[src/event_trace_ring_buffer_top_assert.svh]
// Assertion macros shared by the trace buffer RTL.
`ifndef EVENT_TRACE_RING_BUFFER_TOP_ASSERT_SVH
`define EVENT_TRACE_RING_BUFFER_TOP_ASSERT_SVH
`ifndef SYNTHESIS
`define ETRB_ASSERT(label, prop, msg) \
  label: assert property (@(posedge clk) disable iff (rst) (prop)) else $error(msg);
`define ETRB_ASSERT_NEXT(label, ante, cons, msg) \
  label: assert property (@(posedge clk) disable iff (rst) (ante) |=> (cons)) else $error(msg);
`else
`define ETRB_ASSERT(label, prop, msg)
`define ETRB_ASSERT_NEXT(label, ante, cons, msg)
`endif
`endif

[src/etrb_ram.sv]
// Generic single-write, single-read RAM with registered read data.
`default_nettype none

module etrb_ram #(
  parameter int WIDTH = 8,
  parameter int DEPTH = 2,
  localparam int AW = (DEPTH > 1) ? $clog2(DEPTH) : 1
) (
  input  logic                  clk,
  input  logic                  we,
  input  logic [AW-1:0]         waddr,
  input  logic [WIDTH-1:0]      wdata,
  input  logic                  re,
  input  logic [AW-1:0]         raddr,
  output logic [WIDTH-1:0]      rdata
);

  logic [WIDTH-1:0] mem [DEPTH];

  // Write port and registered read port; read data holds while re is low.
  always_ff @(posedge clk) begin
    if (we) begin
      mem[waddr] <= wdata;
    end
    if (re) begin
      rdata <= mem[raddr];
    end
  end

endmodule

`default_nettype wire

[config.mk]
export PLATFORM = sky130hd
export DESIGN_NAME = etrb_ram
export DESIGN_NICKNAME = d
export VERILOG_FILES = /design/src/event_trace_ring_buffer_top_assert.svh /design/src/etrb_ram.sv
export SDC_FILE = /design/constraint.sdc
export NUM_CORES = 1
export LEC_CHECK = 0
export ABC_AREA = 1
export CORE_ASPECT_RATIO = 1.75
export CORE_UTILIZATION = 25
export CTS_CLUSTER_SIZE = 40
export DETAILED_ROUTE_END_ITERATION = 6
export DONT_BUFFER_PORTS = 1
export GPL_TIMING_DRIVEN = 0
export SLEW_MARGIN = 20
export SYNTH_ARGS = -nofsm -noshare
export SYNTH_HDL_FRONTEND = slang
export SYNTH_SLANG_ARGS = --single-unit
[constraint.sdc]
create_clock -name clk -period 1.9 [get_ports clk]
set_input_delay 0.095 -clock clk [delete_from_list [all_inputs] [get_ports clk]]
set_output_delay 0.095 -clock clk [all_outputs]
set_load 0.01 [all_outputs]
# Word-level counts from Yosys, hierarchy flattened
# Memory sizes are Yosys's and may differ from the RTL's. A register that Yosys moved wholly into a read port is not among the register bits.
# Index checks and enable logic that the tools add are counted.
[totals]
register_bits = 0
mem_bits_rw = 16
input_bits = 13
output_inout_bits = 8
wordCells = 3
mem_count = 1
[classes]
mux = 2
[memory_table]
columns = ["name", "depth", "word_bits", "rd", "rd_clocked_by_memory_dff", "wr", "line", "text"]
rows = [
  ["mem", 2, 8, 1, 1, 1, "etrb_ram.sv:18", "logic [WIDTH-1:0] mem [DEPTH];"],
]
[op_table]
columns = ["operator", "n"]
rows = [
  ["$mux 1", 2],
]

# Logic depth before layout (Yosys ltp)
[depth]
ltp_word = 2
mapped_depth = 4
ltp_nobuf = 3

# Least setup slack after synthesis
# Ideal clock, no wire load.
[synth_timing]
path_type = "input to register"
start = "input port we"
end = "memory mem[0][0], enable pin"
setup_ns = 0.371
arrival_ns = 0.484
t_required_ns = 1.529
path_slack_ns = 1.045
stages = 2
n_path_buf = 0
path_cell_list = "inv_1 -> nor2_1"
[synth_via]
elab_chain_len = 2
[synth_rtl]
columns = ["element", "line", "text"]
rows = [
  ["start: declaration", "etrb_ram.sv:10", "input logic we,"],
  ["$mux 1", "etrb_ram.sv:22", "if (we) begin"],
  ["$mux 1 (not written as such)", "etrb_ram.sv:23", "mem[waddr] <= wdata;"],
  ["end: declaration", "etrb_ram.sv:18", ""],
]
# Every way passes these cells.

# Worst setup path in the final report
[layout_timing]
start = "input port re"
end = "register rdata[1] (read register of mem), enable pin"
[layout_lines]
columns = ["element", "line", "text"]
rows = [
  ["start: declaration", "etrb_ram.sv:13", "input logic re,"],
  ["end: declaration", "etrb_ram.sv:15", "output logic [WIDTH-1:0] rdata"],
]
# No word-level cell between the ends.

==> results.cfg <==
[die]
fp.dieArea_um2 = 3610
fp.dieH_um = 78.7
io_pins = 21
core_um2 = 3180
die_x_um = 45.8
initial_utilization_pct = 26.5
placementRows = 27

[critical_path]
path_buf_inv = 1
crit_path_end_kind = register
critPathRequiredTime_ns = 1.83
crit_chain = dlygate4sd3_1
slowest_stage = dlygate4sd3_1
reg2reg_depth = 2
r2r_start = mem[0][6]
worstReg2RegEnd = rdata[6]
critPathTopFamily = buffers and inverters
slowest_delay_ns = 0.74
reg2reg_slack_ns = 1.16
arrival_ns = 0.83
path_class = input port to register
critPathLaunchType = input port
crit_fanout = 8

[drt]
drt-total-wl_um = 1130
wl_per_cell_um = 10.4
firstDrtPassIters = 2
vias = 412
via_per_inst = 3.78
ant_nets = 0
drtIter0Drc = 6
drc = 0

[global_route]
grt_usage_pct = 7.60
grt_max_degree = 13
antenna_found_initial = 0
overflow = 0
grt_pass1_vias = 392
grt_pass1_wl_um = 1920

[clocking]
cts-resized-gates = 0
cts.sinks = 24
cts.path.max_buffers = 2
insertion_delay_ns = 0.26
cts_buffers = 3
clk_pin_slew_ns = 0.07
cts_tree = done
h-tree-depth = 1
post-cts-setup-buffers = 0
cts-root-buf = clkbuf_8

[layout]
drive_gt1_share_pct = 7.58
fin_util_pct = 32.3
syn2layout_area_growth_pct = 22.0
diodes = 0
nNetsFinal = 81
fillCellCount = 325

[synthesis]
post-synth-top-count-cell = nand2_1
ys_seq_area_share_pct = 85.7
synth_top_family_by_area = simple AND/OR/NAND/NOR gates
synth.area.top_cells = edfxtp_1 (86%), nand2_1 (11%), buf_6 (1.3%), inv_1 (0.89%), inv_2 (0.45%)
netlist.top_cell.by_area = edfxtp_1
synth_fa_ha_area_share_pct = 0
synth_commonest_cells = nand2_1 (25), edfxtp_1 (24), inv_1 (2)
yosysUniqueCellTypes = 6
synth_top_area_share_pct = 85.7
synth_xor_area_share_pct = 0
syn_nets = 67
synthCells = 54
yosys.area_share.simple_pct = 11.6
syn_area_um2 = 841
syn_avg_cell_area_um2 = 15.6
synth_edf_count = 24
ys.warnings.count = 0
yosys_most_used_dff = edfxtp_1
synth_compound_area_share_pct = 0
synth.area.mux_share_pct = 0
synth_seq_cells = 24
ys_async_sr_fraction_pct = 0

[timing]
relSlewSlack_pct = 53.4
whs_ns = 0.149
skew_ns = 0.00533
hold_violations = 0
fin_crit_sh_pct = 47.9
max_clock_freq_mhz = 1100
min_period_ns = 0.909
slew_violations = 0
tns_ns = 0
setup_viol_count_final = 0
rsz0062_at_grt = no
tightest_slew_ns = 0.696

[status]
outcome = finished, final reports clean

[power_and_ir_drop]
power_density_nw_per_um2 = 943
leakagePower_uw = 0.000387
ir_drop_mv = 0.266

[job]
maxCapViolations = 0

[worst_hold_path]
holdPathEnd = rdata[7]
hold_path.class = input port to register
whs_path_depth = 3
min_from = raddr

[placed_design]
numPortBuffers = 0
place.gp.congestion = 0.683
flip-flops by register name, indices dropped and copies added, names as in the netlist:
signal and cells:
mem 16, rdata 8
power by group:
part	switching (uW)	internal (uW)
combinational	27.4	22.3
clock	136	141
sequential	15.5	626
total	179	789
layer usage:
layer / part of all wire (%) / track usage [%]
met1: 38 / 8.26
met2: 55 / 11.7
met3: 3.9 / 2.05
met4: 3.2 / 6.18
met5: 0 / 0
logic make-up (layout without fill, tap and decap cells):
kind of cell / after synthesis / after routing
buf+inv: 4 / 16
flops: 24 / 24
simple gates: 26 / 26
cells in the final DEF (no fill, tap or decap):
master and count:
inv_1 2, clkbuf_8 3, buf_6 1, nor2_1 1, inv_2 1, dlygate4sd3_1 9
edfxtp_1 24, nand2_1 25
worst max path at each step:
stage | startpoint | end | depth (start not counted)
4_1_cts | re | rdata[3] | 1
5_1_grt | re | rdata[6] | 1
2_1_floorplan | we | mem[0][0] | 2
3_5_place_dp | we | mem[0][5] | 2
3_3_place_gp | we | mem[0][4] | 2
6_report | re | rdata[1] | 1
layout make-up:
| type | count | area [um^2] | area share (%) |
|---|---|---|---|
| Tap cell | 43 | 53.8 | 5.24 |
| Sequential cell | 24 | 721 | 70.2 |
| Clock buffer | 3 | 41.3 | 4.02 |
| Multi-Input combinational cell | 26 | 97.6 | 9.51 |
| Timing Repair Buffer | 9 | 90.1 | 8.78 |
| Inverter | 3 | 11.3 | 1.10 |
| Buffer | 1 | 11.3 | 1.10 |
repair_timing:
item                       in CTS  in global routing
hold endpoints to repair       24                  0
setup endpoints to repair       0                  0
hold buffers                    9                  0
through the flow:
stage	cells	instance area, um^2	setup WS, ns	power (uW)
after floorplan	54	841	1.05	675
after global placement	97	895	0.871	682
after detailed placement	97	895	0.846	684
after CTS	109	1030	0.982	978
after global routing	109	1030	0.936	1010
final	109	1030	0.991	968
Power figures use the tool's default switching activity.
