--- src/event_trace_ring_buffer_top_assert.svh ---
// Assertion macros shared by the trace buffer RTL.
`ifndef EVENT_TRACE_RING_BUFFER_TOP_ASSERT_SVH
`define EVENT_TRACE_RING_BUFFER_TOP_ASSERT_SVH
`ifndef SYNTHESIS
`define ETRB_ASSERT(label, prop, msg) \
  label: assert property (@(posedge clk) disable iff (rst) (prop)) else $error(msg);
`define ETRB_ASSERT_NEXT(label, ante, cons, msg) \
  label: assert property (@(posedge clk) disable iff (rst) (ante) |=> (cons)) else $error(msg);
`else
`define ETRB_ASSERT(label, prop, msg)
`define ETRB_ASSERT_NEXT(label, ante, cons, msg)
`endif
`endif

--- src/etrb_pkg.sv ---
// Types and constants shared by the event trace ring buffer modules.
`default_nettype none

package etrb_pkg;

  // Operation codes carried in the input tuser.
  typedef enum logic [2:0] {
    OP_WRITE = 3'd0,
    OP_BOOT  = 3'd1,
    OP_READ  = 3'd2,
    OP_DRAIN = 3'd3,
    OP_CLEAR = 3'd4
  } op_t;

  localparam int CNT_W       = 32;
  localparam int HELD_W      = 7;
  localparam int AGE_W       = 6;
  localparam int IN_DATA_W   = 128;
  localparam int OUT_DATA_W  = 232;
  localparam logic [1:0] SEV_INFO      = 2'd1;
  localparam logic [1:0] MIN_LEVEL_RST = 2'd1;

  typedef logic [HELD_W-1:0] held_t;

  // One stored trace record.
  typedef struct packed {
    logic signed [31:0] arg_b;
    logic signed [31:0] arg_a;
    logic [15:0]        code;
    logic [7:0]         src_mod;
    logic [1:0]         sev;
    logic [31:0]        time_ms;
  } rec_t;

  localparam int REC_W = $bits(rec_t);

  // One accepted input item.
  typedef struct packed {
    op_t              op;
    rec_t             rec;
    logic [AGE_W-1:0] age;
  } item_t;

  // One result item handed to the output queue.
  typedef struct packed {
    logic             valid;
    rec_t             rec;
    held_t            held;
    logic [CNT_W-1:0] total;
    logic [CNT_W-1:0] boots;
    logic [CNT_W-1:0] pend;
    logic             last;
  } result_t;

endpackage

`default_nettype wire

--- src/etrb_out.sv ---
// Two-entry result queue that packs results onto the master stream.
`default_nettype none

module etrb_out (
  input  logic                            clk,
  input  logic                            rst,
  input  logic                            push,
  input  etrb_pkg::result_t               res,
  output logic                            space,
  output logic                            m_axis_tvalid,
  input  logic                            m_axis_tready,
  // Fields from bit 0 up: rec_time, rec_severity, rec_module, rec_code, rec_a, rec_b,
  // held_count, total_written, boot_count, pending_count, zero fill.
  output logic [etrb_pkg::OUT_DATA_W-1:0] m_axis_tdata,
  // Field: rec_valid.
  output logic                            m_axis_tuser,
  output logic                            m_axis_tlast
);

`include "event_trace_ring_buffer_top_assert.svh"

  localparam int PAD_W = etrb_pkg::OUT_DATA_W - ($bits(etrb_pkg::result_t) - 2);

  logic [1:0]        count;
  logic [1:0]        count_after_pop;
  logic              pop;
  etrb_pkg::result_t slot0;
  etrb_pkg::result_t slot1;

  assign pop             = m_axis_tvalid && m_axis_tready;
  assign space           = (count != 2'd2);
  assign count_after_pop = pop ? (count - 2'd1) : count;

  // Head slot shifts forward on a transfer; a new result fills the first free slot.
  always_ff @(posedge clk) begin
    if (pop) begin
      slot0 <= slot1;
    end
    if (push) begin
      if (count_after_pop == 2'd0) begin
        slot0 <= res;
      end else begin
        slot1 <= res;
      end
    end
  end

  // Occupancy count.
  always_ff @(posedge clk) begin
    if (rst) begin
      count <= 2'd0;
    end else begin
      count <= count_after_pop + {1'b0, push};
    end
  end

  // Stream packing of the head slot.
  assign m_axis_tvalid = (count != 2'd0);
  assign m_axis_tuser  = slot0.valid;
  assign m_axis_tlast  = slot0.last;
  assign m_axis_tdata  = {{PAD_W{1'b0}}, slot0.pend, slot0.boots, slot0.total, slot0.held,
                          slot0.rec.arg_b, slot0.rec.arg_a, slot0.rec.code,
                          slot0.rec.src_mod, slot0.rec.sev, slot0.rec.time_ms};

  `ETRB_ASSERT(a_no_overflow, push |-> count != 2'd2, "result pushed into a full queue")
  `ETRB_ASSERT_NEXT(a_fill, push && !pop, count == $past(count) + 2'd1, "fill count slip")
  `ETRB_ASSERT_NEXT(a_drain, pop && !push, count == $past(count) - 2'd1, "drain count slip")

endmodule

`default_nettype wire

--- config.mk ---
export PLATFORM = sky130hd
export DESIGN_NAME = etrb_out
export DESIGN_NICKNAME = d
export VERILOG_FILES = /design/src/etrb_pkg.sv /design/src/etrb_out.sv
export VERILOG_INCLUDE_DIRS = /design/src /design/src/src
export SDC_FILE = /design/constraint.sdc
export NUM_CORES = 1
export LEC_CHECK = 0
export ABC_AREA = 0
export BUFFER_PORTS_ARGS = -buffer_cell sky130_fd_sc_hd__buf_4
export CAP_MARGIN = 20
export CORE_AREA = 2 2 225 227
export DETAILED_ROUTE_END_ITERATION = 10
export DIE_AREA = 0 0 227 229
export GPL_TIMING_DRIVEN = 0
export RECOVER_POWER = 100
export SLEW_MARGIN = 15
export SYNTH_ARGS = -nofsm -noshare
export SYNTH_HDL_FRONTEND = slang
export SYNTH_SLANG_ARGS = --single-unit
--- constraint.sdc ---
create_clock -name clk -period 27.7 [get_ports clk]
set_clock_uncertainty 0.1 [all_clocks]
set_input_delay 2.77 -clock clk [delete_from_list [all_inputs] [get_ports clk]]
set_output_delay 2.77 -clock clk [all_outputs]
set_load 0.05 [all_outputs]
# Word level (Yosys, flattened, before mapping)
# Index checks and enable logic that the tools add are counted.
classes:
  add_sub_neg: 2
  mul: 0
  div_mod_pow: 0
  magnitude_cmp: 0
  n_eq_ne: 1
  shift: 0
  muxes: 4
  bitwise_logic: 1
  n_reduce_logical: 4
ops:
  columns: ["cell", "n"]
  rows:
  - ["227-bit 2-to-1 mux", 3]
  - ["2-bit by 1-bit adder with 2-bit output", 1]
  - ["2-bit zero test", 1]
  - ["2-bit 2-to-1 mux", 1]
  - ["2-bit != test, second input constant", 1]
  - ["2-bit AND reduction", 1]
  - ["2-bit nonzero test", 1]
  - ["2-bit by 1-bit subtractor with 2-bit output, second input constant", 1]
  - ["1-bit logical AND", 1]
  - ["1-bit NOT", 1]
word_totals:
  register_bits: 456
  latchBits: 0
  ram_bits: 0
  mem_bits_ro: 0
  input_bits: 231
  output_inout_bits: 236
  memories: 0

# Logic depth before layout (Yosys ltp)
depth:
  ltp_word: 6
  depth_mapped: 10
  mapped_depth_nobuf: 7

# Worst setup path after synthesis
# Ideal clock, no wire load.
synth_path:
  kind: "input-to-reg"
  startpoint: "input port m_axis_tready"
  endpoint: "register slot1[0] (netlist bit) (enable)"
  setup_ps: 818
  arrival_time_ps: 12501
  path_slack_ps: 14282
  path_stages: 4
  cell_sequence: "nor2b_1 -> buf_2 -> o31ai_4 -> nor2_1"
synth_via:
  elab_chain_cells: 5
synth_rtl:
  columns: ["item", "line_no", "rtl"]
  rows:
  - ["start, declared", "etrb_out.sv:11", "input logic m_axis_tready,"]
  - ["1-bit logical AND", "etrb_out.sv:30", "assign pop = m_axis_tvalid && m_axis_tready;"]
  - ["2-bit 2-to-1 mux", "etrb_out.sv:32", "assign count_after_pop = pop ? (count - 2'd1) : count;"]
  - ["2-bit zero test", "etrb_out.sv:40", "if (count_after_pop == 2'd0) begin"]
  - ["1-bit NOT (no line)", null, null]
  - ["2-bit AND reduction (no line)", null, null]
  - ["end signal, assigned", "etrb_out.sv:43", "slot1 <= res;"]
  - ["end, declared", "etrb_out.sv:28", "etrb_pkg::result_t slot1;"]
# Every way passes these cells.
# A chain may end at the register's enable or synchronous reset.

# Worst setup path in the final report
layout_path:
  startpoint: "input port m_axis_tready"
  endpoint: "register slot1[67] (netlist bit) (enable)"
# Same word-level chain as after synthesis.

==> qor.csv <==
metric,value,unit
crit_required,27.76,ns
firstDrtPassIters,5,
clkLatencyLatePin,0.56,ns
rsz0062_at_grt,false,
synth-edff-count,227,
async_reset_ff_frac,0,
worst-path-buf-inv,6,
core,49660,µm²
ys_top_cells_by_area,"edfxtp_1, mux2_2, dfxtp_1",
ys_seq_area_frac,0.6669,
io_buffers,459,
grt_use_total,0.1511,
cp_slowest_cell,clkbuf_1,
netlist.area_leader.share,0.3987,
maxSlewViolCount,54,
initial_core_util,0.3443,
setup_viol,0,
hold_class,reg2reg,
yosys_warnings,0,
hold_viol_final,0,
antenna_found_initial,6,
htreeDepth,2,
wl_per_cell,18.03,µm
cts_tree,done,
num_vias,9871,
fin_hold_ws,0.4827,ns
ctsHoldBuffers,0,
syn_avg_cell_area,17.32,µm²
cts_max_path_buffers,3,
fin_crit_sh,0.2807,
synth.most_common_cell,mux2_2,
synthFlopType,dfxtp_1,
routabilityCongestion,0.7329,
grt_start_max_net_pins,27,
post_cts_buffers,0,
critPathMaxStageDelay,1.19,ns
cp_top_family,buffers and inverters,
ioPinCount,467,
wl,40150,µm
syn-cell-area,17100,µm²
cap_violations,2,
tightest_slew,1.568,ns
nets,1747,
drcViolationCount,0,
viasPerCell,4.432,
dieArea,51980,µm²
synth_cells,987,
critical_path_arrival,7.84,ns
critPathKind,in2reg,
clockRootBuffer,clkbuf_16,
critPathMaxFanout,26,
hpwlAfterDp,29860,µm
clkTransAtPathRegs,0.05,ns
cts.sinks,456,
max_slew_margin,-0.04551,
critPathMostFrequentCell,clkbuf_1,
synth_area_leader_cell,edfxtp_1,
die_h,229,µm
num_rows,82,
ys_seq_elements,456,
synth_common_cells,"mux2_2, dfxtp_1, edfxtp_1",
dp.cells,2135,
fin_cells,2227,
grt_overflow,0,
first_iter_violations,303,
fin_crit,7.776,ns
area_growth_syn_to_layout,27.29,%
ys_types,18,
drive_above_1_share,0.4533,
first_global_vias,10210,
cts_made_buffers,48,
fp.dieW,227,µm
max_clock_freq,128.6,MHz
outcome,"complete, but fails checks",
ctsResizeCount,0,
end_kind,register,
startpoint_type,primary input,
finalSetupTns,0,ns
detail-route-antenna-nets,0,
fin_util,0.4382,
path_cells,clkbuf_4 -> nor2b_1 -> clkbuf_1 -> o31ai_1 -> nor2_1 -> clkbuf_1 -> clkbuf_1 -> clkbuf_1 -> clkbuf_1,
violations,"capacitance limit, slew limit",
grt_pass1_wl,60130,µm
[state kept, by name, summed over array words and instances (netlist names)]
| register | flops |
|---|---|
| count | 2 |
| m_axis_tlast | 1 |
| m_axis_tuser | 1 |
| m_axis_tdata | 225 |
| slot1 | 227 |
[path summary, 6_finish.rpt]
check | start | to | slack (ns) | depth (start not counted)
setup reg to reg | count[0] | slot1[67] | 21.56 | 10
hold / removal | slot1[207] | m_axis_tdata[103] | 0.48 | 2
hold reg to reg | slot1[207] | m_axis_tdata[103] | 0.48 | 2
setup / recovery | m_axis_tready | slot1[67] | 19.92 | 9
[per-stage QoR]
stage                     area (µm²)  worst slack, ns
after floorplan                17120            14.28
after global placement         21400            7.344
after detailed placement       21660            22.54
after CTS                      23190            23.11
after global routing           21750            19.36
final                          21760            19.92
[cell usage in the layout (no fill, tap or decap), drive strengths merged, types with 2 or more instances in the layout]
cell type / instances
ha: 3
buf: 29
edfxtp: 227
nor2: 2
mux2: 454
clkbuf: 571
diode: 4
conb: 7
xnor2: 2
dfxtp: 229
nor2b: 2
clkinv: 14
inv: 5
bufinv: 2
[final cells by class]
cell class | instances | area [µm²]
Fill cell | 4830 | 27900
Timing Repair Buffer | 470 | 2440
Inverter | 5 | 18.77
Sequential cell | 456 | 11400
Tap cell | 672 | 840.8
Clock buffer | 72 | 1403
Antenna cell | 4 | 10.01
Clock inverter | 16 | 122.6
Buffer | 58 | 269.0
Multi-Input combinational cell | 474 | 5255
[tightest hold or removal path, delay by kind of cell, from the launching register on]
family	cells	cell delay [ns]
flip-flops	1	0.31
multiplexers	2	0.24
[routing by layer]
metal  global-route usage  routed length, µm  up-vias
met5                    0                 32        -
met4              0.04779                987        4
met3              0.06042               4018       74
met2               0.2583              19490      321
met1               0.1718              15620     4727
li1                     -                  -     4745
[cells by family after synthesis]
kind of cell             Yosys count  synth area share
AO/OA/AOI/OAI                      1          0.001244
XOR/XNOR                           2          0.001025
adder cells (fa/ha/maj)            3          0.002196
buffers and inverters             63           0.02027
flip-flops                       456            0.6669
multiplexers                     455            0.3062
other                              1         0.0002194
AND/OR/NAND/NOR                    6          0.001903
Power is not shown: default switching activity piles up to over one toggle a cycle in this logic, so the estimate is an artifact.
