`src/event_trace_ring_buffer_top_assert.svh`:
```
// Assertion macros shared by the trace buffer RTL.
`ifndef EVENT_TRACE_RING_BUFFER_TOP_ASSERT_SVH
`define EVENT_TRACE_RING_BUFFER_TOP_ASSERT_SVH
`ifndef SYNTHESIS
`define ETRB_ASSERT(label, prop, msg) \
  label: assert property (@(posedge clk) disable iff (rst) (prop)) else $error(msg);
`define ETRB_ASSERT_NEXT(label, ante, cons, msg) \
  label: assert property (@(posedge clk) disable iff (rst) (ante) |=> (cons)) else $error(msg);
`else
`define ETRB_ASSERT(label, prop, msg)
`define ETRB_ASSERT_NEXT(label, ante, cons, msg)
`endif
`endif

```
`src/etrb_pkg.sv`:
```
// Types and constants shared by the event trace ring buffer modules.
`default_nettype none

package etrb_pkg;

  // Operation codes carried in the input tuser.
  typedef enum logic [2:0] {
    OP_WRITE = 3'd0,
    OP_BOOT  = 3'd1,
    OP_READ  = 3'd2,
    OP_DRAIN = 3'd3,
    OP_CLEAR = 3'd4
  } op_t;

  localparam int CNT_W       = 32;
  localparam int HELD_W      = 7;
  localparam int AGE_W       = 6;
  localparam int IN_DATA_W   = 128;
  localparam int OUT_DATA_W  = 232;
  localparam logic [1:0] SEV_INFO      = 2'd1;
  localparam logic [1:0] MIN_LEVEL_RST = 2'd1;

  typedef logic [HELD_W-1:0] held_t;

  // One stored trace record.
  typedef struct packed {
    logic signed [31:0] arg_b;
    logic signed [31:0] arg_a;
    logic [15:0]        code;
    logic [7:0]         src_mod;
    logic [1:0]         sev;
    logic [31:0]        time_ms;
  } rec_t;

  localparam int REC_W = $bits(rec_t);

  // One accepted input item.
  typedef struct packed {
    op_t              op;
    rec_t             rec;
    logic [AGE_W-1:0] age;
  } item_t;

  // One result item handed to the output queue.
  typedef struct packed {
    logic             valid;
    rec_t             rec;
    held_t            held;
    logic [CNT_W-1:0] total;
    logic [CNT_W-1:0] boots;
    logic [CNT_W-1:0] pend;
    logic             last;
  } result_t;

endpackage

`default_nettype wire

```
`src/etrb_ctrl.sv`:
```
// Sequencer: decodes operations, keeps pointers and counters, drives the record memory.
`default_nettype none

module etrb_ctrl #(
  parameter int CAPACITY = 64,
  localparam int AW = (CAPACITY > 1) ? $clog2(CAPACITY) : 1
) (
  input  logic                        clk,
  input  logic                        rst,
  input  logic                        in_valid,
  output logic                        in_ready,
  input  etrb_pkg::item_t             item,
  input  logic                        cfg_we,
  input  logic [1:0]                  cfg_wdata,
  input  logic                        space,
  output logic                        push,
  output etrb_pkg::result_t           res,
  output logic                        ram_we,
  output logic [AW-1:0]               ram_waddr,
  output logic [etrb_pkg::REC_W-1:0]  ram_wdata,
  output logic                        ram_re,
  output logic [AW-1:0]               ram_raddr,
  input  logic [etrb_pkg::REC_W-1:0]  ram_rdata
);

`include "event_trace_ring_buffer_top_assert.svh"

  localparam int HW = $clog2(CAPACITY + 1);
  localparam logic [AW-1:0] LAST_IDX = AW'(CAPACITY - 1);
  localparam logic [HW-1:0] CAP_H    = HW'(CAPACITY);
  localparam logic [AW:0]   CAP_X    = (AW + 1)'(CAPACITY);

  typedef enum logic {ST_IDLE, ST_FETCH} state_t;

  state_t                      state, state_next;
  logic [1:0]                  min_level;
  logic [AW-1:0]               wp, wp_next;
  logic [AW-1:0]               base, base_next;
  logic [HW-1:0]               held, held_next;
  logic [etrb_pkg::CNT_W-1:0]  written, written_next;
  logic [etrb_pkg::CNT_W-1:0]  flushed, flushed_next;
  logic [etrb_pkg::CNT_W-1:0]  boots, boots_next;
  logic [HW-1:0]               remain, remain_next;
  logic [AW-1:0]               rd_addr, rd_addr_next;

  logic                        fire;
  logic                        full;
  logic [AW-1:0]               wp_inc;
  logic [etrb_pkg::CNT_W-1:0]  diff;
  logic                        has_pend;
  logic                        diff_over;
  logic [HW-1:0]               drain_n;
  logic [HW-1:0]               drain_off;
  logic [AW-1:0]               drain_addr;
  logic [AW-1:0]               read_addr;
  logic                        age_ok;
  etrb_pkg::rec_t              boot_rec;

  // Ring index arithmetic modulo the capacity.
  function automatic logic [AW-1:0] idx_inc(input logic [AW-1:0] x);
    return (x == LAST_IDX) ? '0 : (x + 1'b1);
  endfunction

  function automatic logic [AW-1:0] idx_add(input logic [AW-1:0] a, input logic [AW-1:0] b);
    logic [AW:0] s;
    s = {1'b0, a} + {1'b0, b};
    if (s >= CAP_X) begin
      s = s - CAP_X;
    end
    return s[AW-1:0];
  endfunction

  assign in_ready = (state == ST_IDLE) && space;
  assign fire     = in_valid && in_ready;

  // Values shared by the decode below.
  assign full      = (held == CAP_H);
  assign wp_inc    = idx_inc(wp);
  assign diff      = written - flushed;
  assign has_pend  = (written > flushed);
  assign diff_over = (diff > etrb_pkg::CNT_W'(held));
  assign drain_n   = diff_over ? held : HW'(diff);
  assign drain_off = diff_over ? '0 : (held - HW'(diff));
  assign drain_addr = idx_add(base, AW'(drain_off));
  assign read_addr = idx_add(base, AW'(item.age));
  assign age_ok    = (etrb_pkg::held_t'(item.age) < etrb_pkg::held_t'(held));

  always_comb begin
    boot_rec       = item.rec;
    boot_rec.sev   = etrb_pkg::SEV_INFO;
    boot_rec.arg_b = boots + 1'b1;
  end

  // Operation decode and fetch sequencing.
  always_comb begin
    state_next   = state;
    wp_next      = wp;
    base_next    = base;
    held_next    = held;
    written_next = written;
    flushed_next = flushed;
    boots_next   = boots;
    remain_next  = remain;
    rd_addr_next = rd_addr;
    push         = 1'b0;
    res          = '0;
    ram_we       = 1'b0;
    ram_waddr    = wp;
    ram_wdata    = item.rec;
    ram_re       = 1'b0;
    ram_raddr    = rd_addr;

    case (state)
      ST_IDLE: begin
        if (fire) begin
          case (item.op)
            etrb_pkg::OP_WRITE, etrb_pkg::OP_BOOT: begin
              if (item.op == etrb_pkg::OP_BOOT || item.rec.sev >= min_level) begin
                ram_we       = 1'b1;
                wp_next      = wp_inc;
                base_next    = full ? wp_inc : base;
                held_next    = full ? held : (held + 1'b1);
                written_next = written + 1'b1;
                res.valid    = 1'b1;
                res.rec      = item.rec;
                if (item.op == etrb_pkg::OP_BOOT) begin
                  boots_next = boots + 1'b1;
                  ram_wdata  = boot_rec;
                  res.rec    = boot_rec;
                end
              end
              push     = 1'b1;
              res.last = 1'b1;
            end
            etrb_pkg::OP_READ: begin
              if (age_ok) begin
                ram_re       = 1'b1;
                ram_raddr    = read_addr;
                rd_addr_next = read_addr;
                remain_next  = HW'(1);
                state_next   = ST_FETCH;
              end else begin
                push     = 1'b1;
                res.last = 1'b1;
              end
            end
            etrb_pkg::OP_DRAIN: begin
              if (has_pend) begin
                flushed_next = written;
              end
              if (has_pend && drain_n != '0) begin
                ram_re       = 1'b1;
                ram_raddr    = drain_addr;
                rd_addr_next = drain_addr;
                remain_next  = drain_n;
                state_next   = ST_FETCH;
              end else begin
                push     = 1'b1;
                res.last = 1'b1;
              end
            end
            etrb_pkg::OP_CLEAR: begin
              wp_next      = '0;
              base_next    = '0;
              held_next    = '0;
              written_next = '0;
              flushed_next = '0;
              boots_next   = '0;
              push         = 1'b1;
              res.last     = 1'b1;
            end
            default: begin
              push     = 1'b1;
              res.last = 1'b1;
            end
          endcase
        end
      end
      ST_FETCH: begin
        // Memory output holds until the queue can take the record.
        if (space) begin
          push        = 1'b1;
          res.valid   = 1'b1;
          res.rec     = etrb_pkg::rec_t'(ram_rdata);
          res.last    = (remain == HW'(1));
          remain_next = remain - 1'b1;
          if (remain == HW'(1)) begin
            state_next = ST_IDLE;
          end else begin
            ram_re       = 1'b1;
            ram_raddr    = idx_inc(rd_addr);
            rd_addr_next = idx_inc(rd_addr);
          end
        end
      end
      default: begin
        state_next = ST_IDLE;
      end
    endcase

    // Counters in every result reflect the state after the whole operation.
    res.held  = etrb_pkg::held_t'(held_next);
    res.total = written_next;
    res.boots = boots_next;
    res.pend  = (written_next > flushed_next) ? (written_next - flushed_next) : '0;
  end

  // State, pointers, counters and the level register.
  always_ff @(posedge clk) begin
    if (rst) begin
      state     <= ST_IDLE;
      min_level <= etrb_pkg::MIN_LEVEL_RST;
      wp        <= '0;
      base      <= '0;
      held      <= '0;
      written   <= '0;
      flushed   <= '0;
      boots     <= '0;
      remain    <= '0;
      rd_addr   <= '0;
    end else begin
      state   <= state_next;
      wp      <= wp_next;
      base    <= base_next;
      held    <= held_next;
      written <= written_next;
      flushed <= flushed_next;
      boots   <= boots_next;
      remain  <= remain_next;
      rd_addr <= rd_addr_next;
      if (cfg_we) begin
        min_level <= cfg_wdata;
      end
    end
  end

  `ETRB_ASSERT(a_no_write_in_fetch, state == ST_FETCH |-> !ram_we, "memory write during fetch")
  `ETRB_ASSERT(a_hold_read, state == ST_FETCH && !space |-> !ram_re, "read data overwritten")
  `ETRB_ASSERT_NEXT(a_fetch_done, state == ST_FETCH && push && res.last, state == ST_IDLE, "stuck")
  `ETRB_ASSERT_NEXT(a_held_stable, state == ST_FETCH, $stable(held), "held moved during fetch")

endmodule

`default_nettype wire

```
`config.mk`:
```
export PLATFORM = sky130hd
export DESIGN_NAME = etrb_ctrl
export DESIGN_NICKNAME = d
export VERILOG_FILES = /design/src/etrb_pkg.sv /design/src/etrb_ctrl.sv
export VERILOG_INCLUDE_DIRS = /design/src /design/src/src
export SDC_FILE = /design/constraint.sdc
export NUM_CORES = 1
export LEC_CHECK = 0
export BUFFER_PORTS_ARGS = -buffer_cell sky130_fd_sc_hd__buf_2
export CAP_MARGIN = 30
export CORE_AREA = 2 2 241 243
export CTS_CLUSTER_SIZE = 12
export DETAILED_ROUTE_END_ITERATION = 8
export DIE_AREA = 0 0 243 245
export GPL_TIMING_DRIVEN = 0
export PLACE_DENSITY = 0.57
export SYNTH_ARGS = -nofsm -noshare
export SYNTH_HDL_FRONTEND = slang
export SYNTH_SLANG_ARGS = --single-unit
export TNS_END_PERCENT = 1
```
`constraint.sdc`:
```
create_clock -name clk -period 17.7 [get_ports clk]
set_input_delay 2.655 -clock clk [delete_from_list [all_inputs] [get_ports clk]]
set_output_delay 2.655 -clock clk [all_outputs]
set_load 0.01 [all_outputs]
```
* Word-level counts from Yosys, hierarchy flattened *
Cells that the tools add are included.

word-level totals
  bits of input ports = 260
  output and inout bits = 365
  logic and storage cells = 131
  flip-flop bits (word level) = 131

operators by class
  $add $sub $neg = 13
  reduce and logical (&&, ||, !) cells = 11
  $lt $le $gt $ge = 7
  bitwise gates (word level) = 1
  muxes and demuxes = 74
  eq/ne operators = 15

operators with widths
  operator               count
  $mux 122               5
  $mux 123               4
  $mux 32                11
  $pmux 123 s2           1
  $pmux 32 s2            3
  $mux 6                 13
  $add 32x1->32 const B  2
  $gt 32x32->1           2
  $sub 32x32->32         2
  $mux 7                 9
  $pmux 6 s2             4
  $pmux 7 s2             3
  $gt 32x7->1            1
  $mux 1                 15
  $add 6x6->7            2
  $ge 7x7->1 const B     2
  $add 6x1->6 const B    2
  $eq 6x6->1 const B     2
  $pmux 1 s2             6
  $sub 6x1->6 const B    2
  $reduce_and 5->1       2
  $ne 2x2->1 const B     4
  $add 7x1->7 const B    1
  $eq 7x1->1 const B     1
  18 further kinds       22

* Depth between registers and ports, before layout *
Gate-level depths: netlist of run 1.

  depth in word-level cells = 10
  gate-level depth with buffers = 29
  gate-level depth less buffers = 28

* Least setup slack after synthesis of run 1 *
Ideal clock, no wire load.

  path type = input to output
  from = in item[130] (netlist name)
  to = out res[27] (netlist name)
  required time = 15045 ps
  arrival time = 7595 ps
  stages on the path = 23
  path slack = 7450 ps
  path buffers = 3
  cell sequence = clkbuf_1 nor2_1 o21ai_0 nor2_1 and3_1 and3_1 clkbuf_1 nand2_1 or2_2 o31ai_1 ha_1 a21o_1 a21o_1 a21o_1 a21o_1 a21oi_1 o21ai_0 or3_1 o21a_1 a221o_1 o21ai_1 clkbuf_1 nor3_1

RTL lines
  item         line             text
  from (decl)  etrb_ctrl.sv:12  input etrb_pkg::item_t item,
  to (decl)    etrb_ctrl.sv:17  output etrb_pkg::result_t res,

==> results of run 1 <==
-- logic make-up (layout without fill, tap and decap cells) --
group,after synthesis,after routing,share of synthesized area (%)
multiplexers,22,22,1.569
buffers and inverters,287,942,9.738
other,0,20,0
AND/OR/NAND/NOR,780,780,25.55
XOR/XNOR,83,83,4.954
flip-flops,131,131,17.87
adder cells (fa/ha/maj),106,106,9.295
AO/OA/AOI/OAI,685,685,31.02
-- critical path, delay by kind of cell --
| family | cells | cell delay [ps] |
|---|---|---|
| simple gates | 6 | 1680 |
| buf+inv | 6 | 1950 |
| compound gates | 11 | 3090 |
| fa+ha+maj | 2 | 650 |
-- report_power, final --
group	internal, mW	switching [mW]	total, mW
Combinational	0.0752	0.140	0.215
Sequential	0.297	0.00322	0.301
Clock	0.195	0.157	0.351
-- registers in the layout, indices dropped and copies added, names as in the netlist --
signal / cells
boots: 32
flushed: 32
written: 32
held: 7
remain: 7
base: 6
ram_waddr: 6
rd_addr: 6
min_level: 2
state: 1
-- worst paths after layout --
kind / start / end / cells after the start
min reg2reg: remain[5] / remain[5] / 2
max reg2reg: written[0] / rd_addr[5] / 29
min: remain[5] / remain[5] / 2
max: space / res[27] / 25
-- metal layers --
| metal | wire (um) | share of wire, % |
|---|---|---|
| met1 | 41700 | 39 |
| met2 | 49260 | 46 |
| met3 | 8562 | 8.1 |
| met4 | 6413 | 6.0 |
| met5 | 69 | 0.065 |
-- per-stage QoR --
step           instances  hold WS, ps
6_report            3534        491.9
2_1_floorplan       2094        453.6
3_3_place_gp        3479        472.1
4_1_cts             3513        483.0
3_5_place_dp        3481        471.5
5_1_grt             3527        539.7
-- layout by cell type, fill, tap and decap left out, types with 34 or more instances in the layout --
master	count
buf_2	632
nor2_1	228
nand2_1	207
o21ai_0	159
a21oi_1	156
dfxtp_1	131
ha_1	101
clkbuf_1	97
a22o_1	91
buf_4	89
inv_1	87
nor2b_1	80
a21o_1	57
nand3_1	56
xnor2_1	50
nor3_1	44
nand4_1	38
a22oi_1	34
-- cell type report --
cell class | instances | area [um2]
clock buffer | 18 | 429.2
timing repair buffer | 623 | 3131
multi-input combinational | 1676 | 10620
tap | 765 | 957.2
buffer | 198 | 1095
fill | 6460 | 37660
inverter | 89 | 334.1
antenna | 20 | 50.05
sequential | 131 | 2623
clock inverter | 14 | 131.4
==> run metrics, run 1 <==
Total GRT Usage approximately a third; post-route clock period utilization 71.74%; post-synth top area cell dfxtp_1; Req. time, crit path 15050 ps; final-report setup violation count 0; Worst-path clk slew 70 ps; most used cell, CP clkbuf_1; dpl hpwl 91.96 mm; Starting DRT DRC Count roughly 2200; top-area cell type share of the netlist area 17.87%; Clk Tree Root Cell clkbuf_16; met3 usage 6.976%; Critical Path Fanout Max 10; Hold Fails Final Rpt 0; syn nets around 2500; H-Tree Depth 4; cell area after placement approximately 19000 um2; fraction of layout cells with a size suffix above 1 28.41%; CTS tree done; initial antenna violation count 28; most numerous cell in the Yosys netlist nor2_1; largest net degree at the start of global routing 17; RSZ-0062 raised after global routing no; maxcap violations 0; std cell rows slightly below 90; Die Span Y between 200 and 250 um; CP arrival roughly 10000 ps; startpoint types primary input; flop2flop setup slack about 10000 ps; Final Cell Area 19370 um2; die area between 50000 and 60000 um2; Fmax 0.07875 GHz; Overflow after GRT 0; Design Power a little under 900 uW; Max IR drop VDD between 0.00005 and 0.00006 V; drt pass-1 iters 6; list of most frequent post-synthesis cells 228 x nor2_1, 207 x nand2_1, 159 x o21ai_0; synthesized area 14670 um2; drt total wl roughly 110 mm; Most used DFF post-synth dfxtp_1; Power Dens Cells between 40 and 50 nW/um2; syn_area_per_cell between 7 and 8 um2; first-pass GRT wire length between 100 and 150 mm; class of the worst hold path reg -> reg; CTS max path bufs 2; Setup crit end kind output pin; Seq/Total Area, Yosys between 10% and 20%; post-CTS resize count 0; vias in the first global route 17700; crit path kind in -> out; PnR worst setup slack 5002 ps; Synth Register Bits 131; clk sinks between 100 and 150; total core area around 57000 um2; minimum clock period 12700 ps; CP max stage cell clkbuf_1; Ports between 600 and 700; Avg WL per Cell around 30 um; Num CTS Buffers 17; Slew Limit Fails 0; top cells by area, synth dfxtp_1 18%, ha_1 8.6%, nor2_1 5.8%; number of flops mapped to enable cells by yosys 0; reported leakage power between 9 and 10 nW; Final Core Density roughly a third; status finished, final reports clean; GR Util met1 between 40% and 50%; Distinct cells, synth just over 80; Die X approximately 240 um; number of vias per cell 5.517; Hold Buf Count CTS 0; met2 GRT Util 55.57%; Starting Density about a quarter; Worst-Margin Slew about 1000 ps; Layout area overhead 32.02%; Place WS between 5000 and 6000 ps; Mapped Cells roughly 2100; # nets final ~3100; post-CTS setup buffers 0; Vias a little under 20000; IO buf count a little over 600; final routed DRC violation total 0; Post-synth ARST share 0%; Ys Warns 0; crit-path max cell delay approximately 640 ps; setup_tns 0 ps; Antenna Nets Post-Route 0; GR peak layer met2; clk_lat worst skew approximately 460 ps; Layout Skew about 20 ps; Slew HR around 30%; RePlAce Congestion ~1.1
Power figures use the tool's default switching activity.
==> run 2, diff against run 1 <==
--- a/config.mk
+++ b/config.mk
@@ -8,10 +8,10 @@
 export LEC_CHECK = 0
 export BUFFER_PORTS_ARGS = -buffer_cell sky130_fd_sc_hd__buf_2
 export CAP_MARGIN = 30
-export CORE_AREA = 2 2 241 243
+export CORE_AREA = 2 2 246 248
 export CTS_CLUSTER_SIZE = 12
 export DETAILED_ROUTE_END_ITERATION = 8
-export DIE_AREA = 0 0 243 245
+export DIE_AREA = 0 0 248 250
 export GPL_TIMING_DRIVEN = 0
 export PLACE_DENSITY = 0.57
 export SYNTH_ARGS = -nofsm -noshare
==> constraint.sdc (replaced) <==
create_clock -name clk -period 11.5 [get_ports clk]
set_input_delay 1.725 -clock clk [delete_from_list [all_inputs] [get_ports clk]]
set_output_delay 1.725 -clock clk [all_outputs]
set_load 0.01 [all_outputs]
==> run metrics, run 2 (synthesis results as in run 1) <==
status finished, final reports clean; most used cell, CP clkbuf_1; # nets final 3101 (-0.032%); RSZ-0062 raised after global routing no; first-pass GRT wire length 143.2 mm (+1.2%); post-route clock period utilization between 90 and 100%; Antenna Nets Post-Route 0 (unchanged); clk sinks 131 (unchanged); cell area after placement 18760 um2 (about the same); CP top delay family compound AO/OA/AOI/OAI gates; initial antenna violation count 42 (+50%); Slew HR 29.42% (-0.50 points); dpl hpwl 92.74 mm (+0.86%); fillcell total 6694 (+3.6%); class of the worst hold path reg -> reg; Die Span Y 250 um (+2.0%); Ports 625 (unchanged); setup_tns 0 ps (unchanged); Slew Limit Fails 0 (unchanged); Avg WL per Cell 30.41 um (+1.4%); Final Cell Area 19420 um2 (+0.27%); biggest regs boots (32), flushed (32), written (32); fraction of layout cells with a size suffix above 1 28.42% (about the same); CP arrival 9280 ps (-760 ps); CP Buf/Inv Count 6 (unchanged); Worst-Margin Slew 1048 ps (+7.408 ps); IO buf count 620 (unchanged); commonest non-fill, non-tap cell in the layout buf_2; std cell rows 90 (+2.3%); WHS 494.9 ps (+2.995 ps); Starting Density 24.63% (-1.1 points); Setup crit end kind output pin; minimum clock period approximately 11000 ps; commonest non-fill, non-tap cells in the layout 633 x buf_2, 227 x nor2_1, 207 x nand2_1; Fmax 0.09090 GHz; Max IR drop VDD 0.00009183 V (+72%); largest net degree at the start of global routing 17 (unchanged); Starting DRT DRC Count 2053 (-4.5%); crit-path max cell delay 600 ps (-40 ps); Clk Tree Root Cell clkbuf_16; Total GRT Usage 33.32% (-0.56 points); Worst-path clk slew 70 ps (about the same); RePlAce Congestion 1.027 (-4.5%); Die X 248 um (+2.1%); maxcap violations 0 (unchanged); Hold Fails Final Rpt 0 (unchanged); reported leakage power 9.404 nW (about the same); Num CTS Buffers 17 (unchanged); drt pass-1 iters 7 (+1); Critical Path Fanout Max 10 (unchanged); vias in the first global route 17740 (+0.22%); total core area 59570 um2 (+4.4%); final routed DRC violation total 0 (unchanged); startpoint types primary input; Overflow after GRT 0 (unchanged); Vias 19580 (+0.45%); H-Tree Depth 4 (unchanged); Hold Buf Count CTS 0 (unchanged); CP max stage cell clkbuf_1; Layout Skew 21.28 ps (+0.8041 ps); die area 62000 um2 (+4.1%); Req. time, crit path 9780 ps (-5270 ps); crit path kind in -> out; number of vias per cell 5.506 (-0.20%); Layout area overhead 32.38%; final-report setup violation count 0 (unchanged); Power Dens Cells 70.45 nW/um2 (+57%); clk_lat worst skew 460 ps (about the same); CTS max path bufs 2 (unchanged); drt total wl 108.2 mm (+2.0%); CTS tree done
## run 2: cell type report
class | instances | area [um2] | area share, %
antenna | 27 | 67.56 | 0.3478
buffer | 198 | 1095 | 5.636
clock buffer | 19 | 432.9 | 2.229
clock inverter | 13 | 152.6 | 0.7859
inverter | 89 | 334.1 | 1.720
multi-input combinational | 1676 | 10630 | 54.72
sequential | 131 | 2623 | 13.50
tap | 782 | 978.4 | 5.037
timing repair buffer | 622 | 3113 | 16.03
## run 2: worst paths after layout
| path | start | end | slack [ps] | cells past startpoint |
|---|---|---|---|---|
| max | space | res[29] | 500 | 25 |
| min | remain[5] | remain[5] | 490 | 2 |
| max reg2reg | written[0] | rd_addr[5] | 4080 | 29 |
| min reg2reg | remain[5] | remain[5] | 490 | 2 |
## run 2: routing by layer
layer  share of wire (%)  wire length [um]  up-vias  GRT usage (%)
met1                  40             43080     9525          40.44
met5                0.18               190        -              0
met2                  46             49480      988          54.17
li1                    -                 -     8817              -
met3                 7.7              8319      226          6.667
met4                 6.6              7099       28          19.45
## run 2: tightest hold or removal path, cell delays in order (launching register included)
cell and delay, ps:
dfxtp_1 310, o21ai_0 80, a21oi_1 70
## run 2: where the power goes
part | internal (mW) | switching (mW)
registers | 0.457 | 0.00480
clock network | 0.324 | 0.255
logic | 0.115 | 0.213
total | 0.896 | 0.472
## run 2: repair_timing
item	4_1_cts	5_1_grt
endpoints found under the setup margin	0	30
gates resized for setup	0	2
setup buffers	0	0
## run 2: per-stage QoR
stage / cells / total power, mW / setup slack [ps] / util [%]
6_report: 3557 / 1.368 / 498.3 / 32.61
5_1_grt: 3548 / 1.402 / 32.34 / 32.57
4_1_cts: 3530 / 1.364 / 228.2 / 32.48
3_5_place_dp: 3498 / 0.7908 / 582.8 / 31.50
3_3_place_gp: 3496 / 0.7929 / 523.0 / 31.48
2_1_floorplan: 2094 / 0.6030 / 3110 / -
